==> config.mk <==
export PLATFORM = sky130hd
export DESIGN_NAME = gpnqs_scan
export DESIGN_NICKNAME = d
export VERILOG_FILES = /design/src/rtl/gpnqs_pkg.sv /design/src/rtl/gpnqs_scan.sv
export SDC_FILE = /design/constraint.sdc
export NUM_CORES = 2
export LEC_CHECK = 0
export ABC_AREA = 0
export BUFFER_PORTS_ARGS = -buffer_cell sky130_fd_sc_hd__buf_2
export CAP_MARGIN = 5
export CORE_AREA = 2 2 372 374
export DETAILED_ROUTE_END_ITERATION = 8
export DIE_AREA = 0 0 374 376
export GPL_ROUTABILITY_DRIVEN = 0
export REMOVE_ABC_BUFFERS = 1
export SYNTH_ARGS = -nofsm -noshare
export SYNTH_HDL_FRONTEND = slang
export SYNTH_SLANG_ARGS = --single-unit
==> constraint.sdc <==
create_clock -name clk -period 11.2 [get_ports clk]
set_clock_uncertainty 0.05 [all_clocks]
set_input_delay 0 -clock clk [delete_from_list [all_inputs] [get_ports clk]]
set_output_delay 0 -clock clk [all_outputs]
set_load 0.02 [all_outputs]
==> src/rtl/gpnqs_pkg.sv <==
`default_nettype none

package gpnqs_pkg;

  localparam int COORD_W = 27;
  localparam int STATE_W = 8;
  localparam int DIFF_W  = COORD_W + 1;
  localparam int SQ_W    = 2 * DIFF_W;

  localparam logic [2:0] OP_WRITE    = 3'd0;
  localparam logic [2:0] OP_READ     = 3'd1;
  localparam logic [2:0] OP_NEAR_ANY = 3'd2;
  localparam logic [2:0] OP_NEAR_TL  = 3'd3;
  localparam logic [2:0] OP_NEAR_TR  = 3'd4;
  localparam logic [2:0] OP_NEAR_BR  = 3'd5;
  localparam logic [2:0] OP_NEAR_BL  = 3'd6;

  localparam logic [COORD_W-1:0] MARKER_RST  = 27'h4000000;
  localparam logic [STATE_W-1:0] STATE_EMPTY = 8'hFF;
  localparam logic [STATE_W-1:0] STATE_UNSET = 8'h00;
  localparam logic [STATE_W-1:0] STATE_VALID = 8'h01;

  typedef struct packed {
    logic [STATE_W-1:0] st;
    logic [COORD_W-1:0] oy;
    logic [COORD_W-1:0] ox;
    logic [COORD_W-1:0] y;
    logic [COORD_W-1:0] x;
  } point_t;

  localparam point_t POINT_RST = '{
    st: STATE_EMPTY, oy: MARKER_RST, ox: MARKER_RST, y: '0, x: '0
  };

  typedef struct packed {
    logic [STATE_W-1:0] read_state;
    logic [COORD_W-1:0] read_offset_y;
    logic [COORD_W-1:0] read_offset_x;
    logic [COORD_W-1:0] read_y;
    logic [COORD_W-1:0] read_x;
    logic [3:0]         found_col;
    logic [3:0]         found_row;
    logic               ok;
  } res_t;

  typedef struct packed {
    logic [2:0]         op;
    logic [COORD_W-1:0] qx;
    logic [COORD_W-1:0] qy;
    logic [COORD_W-1:0] marker;
  } scan_cfg_t;

  typedef struct packed {
    logic       busy;
    logic       found;
    logic [3:0] row;
    logic [3:0] col;
  } scan_stat_t;

endpackage

`default_nettype wire

==> src/rtl/gpnqs_scan.sv <==
`default_nettype none

module gpnqs_scan import gpnqs_pkg::*; #(
  parameter int RW = 4,
  parameter int CW = 4
) (
  input  wire logic          clk,
  input  wire logic          rst_n,
  input  wire logic          start,
  input  wire scan_cfg_t     cfg,
  input  wire logic          ent_v,
  input  wire point_t        ent,
  input  wire logic [RW-1:0] ent_row,
  input  wire logic [CW-1:0] ent_col,
  output scan_stat_t         stat
);

  logic v1_r, v2_r, v3_r, v4_r;
  logic found_r;

  logic [DIFF_W-1:0] dxs_r, dys_r;
  logic [DIFF_W-1:0] adx_r, ady_r;
  logic [SQ_W-1:0]   sqx_r, sqy_r;
  logic [SQ_W-1:0]   dist_r, best_r;
  logic [RW-1:0]     row1_r, row2_r, row3_r, row4_r, best_row_r;
  logic [CW-1:0]     col1_r, col2_r, col3_r, col4_r, best_col_r;

  logic [DIFF_W-1:0] dxs, dys;
  logic              x_ge, x_le, y_ge, y_le, quad_ok, eff_ok, take;

  always_comb begin
    dxs = {ent.x[COORD_W-1], ent.x} - {cfg.qx[COORD_W-1], cfg.qx};
    dys = {ent.y[COORD_W-1], ent.y} - {cfg.qy[COORD_W-1], cfg.qy};
    x_ge = !dxs[DIFF_W-1];
    y_ge = !dys[DIFF_W-1];
    x_le = dxs[DIFF_W-1] || (dxs == '0);
    y_le = dys[DIFF_W-1] || (dys == '0);
    case (cfg.op)
      OP_NEAR_TL: quad_ok = x_ge && y_ge;
      OP_NEAR_TR: quad_ok = x_le && y_ge;
      OP_NEAR_BR: quad_ok = x_le && y_le;
      OP_NEAR_BL: quad_ok = x_ge && y_le;
      default:    quad_ok = 1'b1;
    endcase
    eff_ok = (ent.ox != cfg.marker) && (ent.oy != cfg.marker) && (ent.st == STATE_VALID);
    take = v4_r && (!found_r || (dist_r < best_r));
  end

  always_ff @(posedge clk) begin
    if (!rst_n) begin
      v1_r    <= 1'b0;
      v2_r    <= 1'b0;
      v3_r    <= 1'b0;
      v4_r    <= 1'b0;
      found_r <= 1'b0;
    end else begin
      v1_r <= ent_v && eff_ok && quad_ok;
      v2_r <= v1_r;
      v3_r <= v2_r;
      v4_r <= v3_r;
      if (start) begin
        found_r <= 1'b0;
      end else if (take) begin
        found_r <= 1'b1;
      end
    end
  end

  // subtract, absolute value, square, sum, compare
  always_ff @(posedge clk) begin
    dxs_r  <= dxs;
    dys_r  <= dys;
    row1_r <= ent_row;
    col1_r <= ent_col;
    adx_r  <= dxs_r[DIFF_W-1] ? (~dxs_r + 1'b1) : dxs_r;
    ady_r  <= dys_r[DIFF_W-1] ? (~dys_r + 1'b1) : dys_r;
    row2_r <= row1_r;
    col2_r <= col1_r;
    sqx_r  <= adx_r * adx_r;
    sqy_r  <= ady_r * ady_r;
    row3_r <= row2_r;
    col3_r <= col2_r;
    dist_r <= sqx_r + sqy_r;
    row4_r <= row3_r;
    col4_r <= col3_r;
    if (take) begin
      best_r     <= dist_r;
      best_row_r <= row4_r;
      best_col_r <= col4_r;
    end
  end

  assign stat.busy  = v1_r || v2_r || v3_r || v4_r;
  assign stat.found = found_r;
  assign stat.row   = found_r ? 4'(best_row_r) : 4'd0;
  assign stat.col   = found_r ? 4'(best_col_r) : 4'd0;

endmodule

`default_nettype wire

Yosys cells after proc, flatten, opt, wreduce, memory -nomap -nowiden
Cells that the tools add are included.

cells by class
  add/subtract/negate cells = 5
  multipliers = 2
  magnitude comparators = 1
  equal/unequal tests = 7
  mux-type cells = 5
  bitwise logic cells = 3
  reduce and logical (&&, ||, !) cells = 21

operators by type and width
  operator                                        count
  multiplier 28 x 28 -> 56 bit                    2
  adder 28 x 1 -> 28 bit (second input constant)  2
  adder 56 bit                                    1
  logical NOT 28 bit                              2
  < comparator 56 bit                             1
  NOT 28 bit                                      2
  subtractor 27 x 27 -> 28 bit                    2
  two-way mux 27 bit                              2
  != test 27 bit                                  2
  == test 3 bit (second input constant)           3
  logical AND 1 bit                               9
  == test 8 x 1 -> 1 bit (second input constant)  1
  two-way mux 4 bit                               2
  logical OR 1 bit                                6
  case mux 1 bit (4 select lines)                 1
  == test 3 x 2 -> 1 bit (second input constant)  1
  logical NOT 1 bit                               3
  OR reduction 2 bit                              1
  NOT 1 bit                                       1

storage, ports and cells
  bits in registers = 381
  output and inout bits = 10
  logic and storage cells = 69

Depth between registers and ports, before layout
  word-level depth = 6
  gate-level depth with buffers = 31
  depth with buffers taken out = 28

Worst setup path before layout
Ideal clock, no wire load.

  path kind = flip-flop to flip-flop
  start point = reg ady_r[16]
  end point = reg sqy_r[52]
  library setup time = 0.072 ns
  data arrival time = 7.547 ns
  required time = 11.078 ns
  slack = 3.531 ns
  cell stages (with the launch flop) = 28
  buffers on the path = 2
  clock period less this slack = 7.669 ns
  cell sequence = dfxtp_1 clkbuf_1 clkbuf_1 nand2_1 fa_1 inv_1 fa_1 inv_1 fa_1 fa_1 inv_1 fa_1 fa_1 inv_1 fa_1 inv_1 ha_1 a21o_1 a21o_1 a21oi_1 o21ai_0 o311a_1 o41a_1 a41o_1 or2_1 a21o_1 a311oi_1 xnor2_1

on the way
  word-level cells in the longest chain between the ends = 1

ends and longest elaborated chain
  element                       line              text
  start, declared               gpnqs_scan.sv:22  logic [DIFF_W-1:0] adx_r, ady_r;
  start signal, assigned        gpnqs_scan.sv:76  ady_r <= dys_r[DIFF_W-1] ? (~dys_r + 1'b1) : dys_r;
  multiplier 28 x 28 -> 56 bit  gpnqs_scan.sv:80  sqy_r <= ady_r * ady_r;
  end signal, assigned          gpnqs_scan.sv:80
  end, declared                 gpnqs_scan.sv:23  logic [SQ_W-1:0] sqx_r, sqy_r;

Every way passes these cells.
A chain may end at the register's enable or synchronous reset.

Worst setup path after layout
  start point = reg adx_r[3]
  end point = reg sqx_r[49]

on the way
  word-level cells in the longest chain between the ends = 1

ends and longest elaborated chain
  element                       line              text
  start, declared               gpnqs_scan.sv:22
  start signal, assigned        gpnqs_scan.sv:75  adx_r <= dxs_r[DIFF_W-1] ? (~dxs_r + 1'b1) : dxs_r;
  multiplier 28 x 28 -> 56 bit  gpnqs_scan.sv:79  sqx_r <= adx_r * adx_r;
  end signal, assigned          gpnqs_scan.sv:79
  end, declared                 gpnqs_scan.sv:23

Every way passes these cells.

==> impl_metrics.tcl <==
set metrics [dict create \
    crit_arrival_ns 9.07 \
    finalCriticalPeriod_ns 8.63 \
    worst_pin_slew_ns 1.08 \
    insertion_delay_ns 0.62 \
    via_per_inst 4.98 \
    end_kind "flip-flop" \
    ys_async_sr_fraction 0 \
    final-hold-violation-count 0 \
    drtIter0Drc 2021 \
    drtPass1Iterations 6 \
    hpwl_um 121000 \
    r2r_slack_ns 2.57 \
    r2r-start "adx_r[3]" \
    cts_buffers 44 \
    grt_pass1_wl_um 246000 \
    rr_worst_depth 27 \
    routed_wl_um 149000 \
    pin_count 222 \
    yosysTopAreaCell "fa_1" \
    finalSetupViolations 0 \
    layout.nets 8795 \
    cp_slowest_cell "dfxtp_1" \
    slowest_delay_ns 0.75 \
    cp_max_fo 13 \
    synthMostInstantiatedCell "inv_1" \
    ant_nets 0 \
    drc 0 \
    synth.cell_area_mm2 0.0611 \
    finalCritPeriodShare 0.770 \
    core-area_mm2 0.137 \
    die_area_mm2 0.141 \
    clock-root-buffer "clkbuf_16" \
    maxCapViolations 0 \
    h-tree-depth 2 \
    yosysUniqueCellTypes 79 \
    avgSynthCellArea_um2 9.43 \
    antenna_found_initial 3 \
    synthToLayoutAreaGrowth_pct 10.1 \
    tritoncts "yes" \
    cp-start-kind "flip-flop" \
    synthCells 6477 \
    yosys.area.top_type_share 0.395 \
    status "completed" \
    drive_above_1_share 0.0578 \
    first_global_vias 47200 \
    r2r-end "sqx_r[49]" \
    timing.setup.tns_ns 0 \
    max_freq_ghz 0.116 \
    ys_warn_count 0 \
    slew_headroom 0.278 \
    ys.flop_type "dfxtp_1" \
    numPortBuffers 221 \
    die_h_um 376 \
    dieWidth_um 374 \
    cpMostUsedCell "fa_1" \
    ys_seq_elements 379 \
    yosysSeqAreaShare 0.135 \
    hp-class "input pin to flip-flop" \
    endpoint "sqx_r[49]" \
    grt_max_degree 51 \
    rsz0062_at_grt "false" \
    grt_overflow 0 \
    clockBufferDepth 3 \
    post_cts_buffers 0 \
    required_ns 11.64 \
    synthTopCellsByCount "inv_1, fa_1, ha_1" \
    clock-sinks 379 \
    grtUsageTotal 0.220 \
    clk_pin_slew_worst_paths_ns 0.06 \
    synth_edf_count 64 \
    start_util 0.447 \
    final_max_slew_viol_count 0 \
    crit_start "adx_r[3]" \
    post_drt_wl_per_cell_um 17.3 \
    rows 136 \
    vias 42900 \
    criticalPathCategory "flip-flop to flip-flop" \
    synth.area.top_cells "fa_1, ha_1, inv_1" \
]
## critical path: cells and delay by family (launching register included)
family / cells / cell delay (ns)
flip-flops: 1 / 0.75
AND/OR/NAND/NOR: 5 / 1.23
AO/OA/AOI/OAI: 7 / 1.78
XOR/XNOR: 1 / 0.13
adder cells (fa/ha/maj): 8 / 3.84
buffers and inverters: 6 / 0.73
## cell type report
cell class	instances	area, um2
inverters	1790	6720
fillers	12800	69400
clock buffers	51	1170
multi-input cells	4129	45400
flip-flops and latches	379	8230
clock inverters	30	312
repair buffers	438	3140
diodes	1	2.50
well taps	1794	2240
## layer usage
metal  wire (um)  GRT usage
met5           0          0
met4        3820     0.0551
met3        8480     0.0320
met2       75300      0.392
met1       61500      0.279
## how the worst min path moves through the flow
stage | from | endpoint | slack (ns) | depth (start not counted)
after floorplan | ent_col[0] | col1_r[0] | -0.02 | 0
after global placement | ent_col[0] | col1_r[0] | 0.05 | 1
after detailed placement | ent_col[0] | col1_r[0] | 0.05 | 1
after CTS | cfg[32] | dys_r[6] | 0.003 | 5
after global routing | ent[5] | dxs_r[5] | 0.05 | 3
final | cfg[72] | dxs_r[18] | 0.06 | 6
## registers in the layout, summed over array words and instances, names as in the netlist, 28 cells and up
name / cells
best_r: 56
dist_r: 56
sqx_r: 55
sqy_r: 55
adx_r: 28
ady_r: 28
dxs_r: 28
dys_r: 28
## repair_timing
| item | 4_1_cts | 5_1_grt |
|---|---|---|
| resized for setup | 0 | 0 |
| hold endpoints to repair | 66 | 0 |
| hold buffers | 160 | 0 |
## placed cells by master, fill, tap and decap left out, types with 34 or more instances in the layout
cell type / n
inv_1: 1790
fa_1: 1204
ha_1: 597
nand2_1: 529
and2_1: 326
dfxtp_1: 313
buf_2: 221
a21oi_1: 201
xnor2_1: 195
nor2_1: 162
dlygate4sd3_1: 160
a21o_1: 134
xor2_1: 122
o21ai_0: 113
edfxtp_1: 64
buf_4: 57
clkbuf_16: 46
nor2b_1: 45
nand2b_1: 37
nand3_1: 36
nand4_1: 34
## stage by stage
step | hold WS, ns | worst slack (ns) | cells | utilization | instance area (um2)
6_report | 0.0575 | 2.57 | 8612 | 0.492 | 67200
5_1_grt | 0.0490 | 1.99 | 8612 | 0.492 | 67200
4_1_cts | 0.00262 | 2.62 | 8611 | 0.492 | 67200
3_5_place_dp | 0.0536 | 2.65 | 8370 | 0.470 | 64200
3_3_place_gp | 0.0534 | 2.88 | 8370 | 0.470 | 64200
2_1_floorplan | -0.0223 | 3.62 | 6298 | - | 60400
## logic make-up after synthesis
group / share of synthesized area
compound gates: 0.0718
xor+xnor: 0.0455
fa+ha+maj: 0.517
buf+inv: 0.121
flops: 0.135
mux: 0.00102
simple gates: 0.108
Power is not shown: default switching activity piles up to over one toggle a cycle in this logic, so the estimate is an artifact.
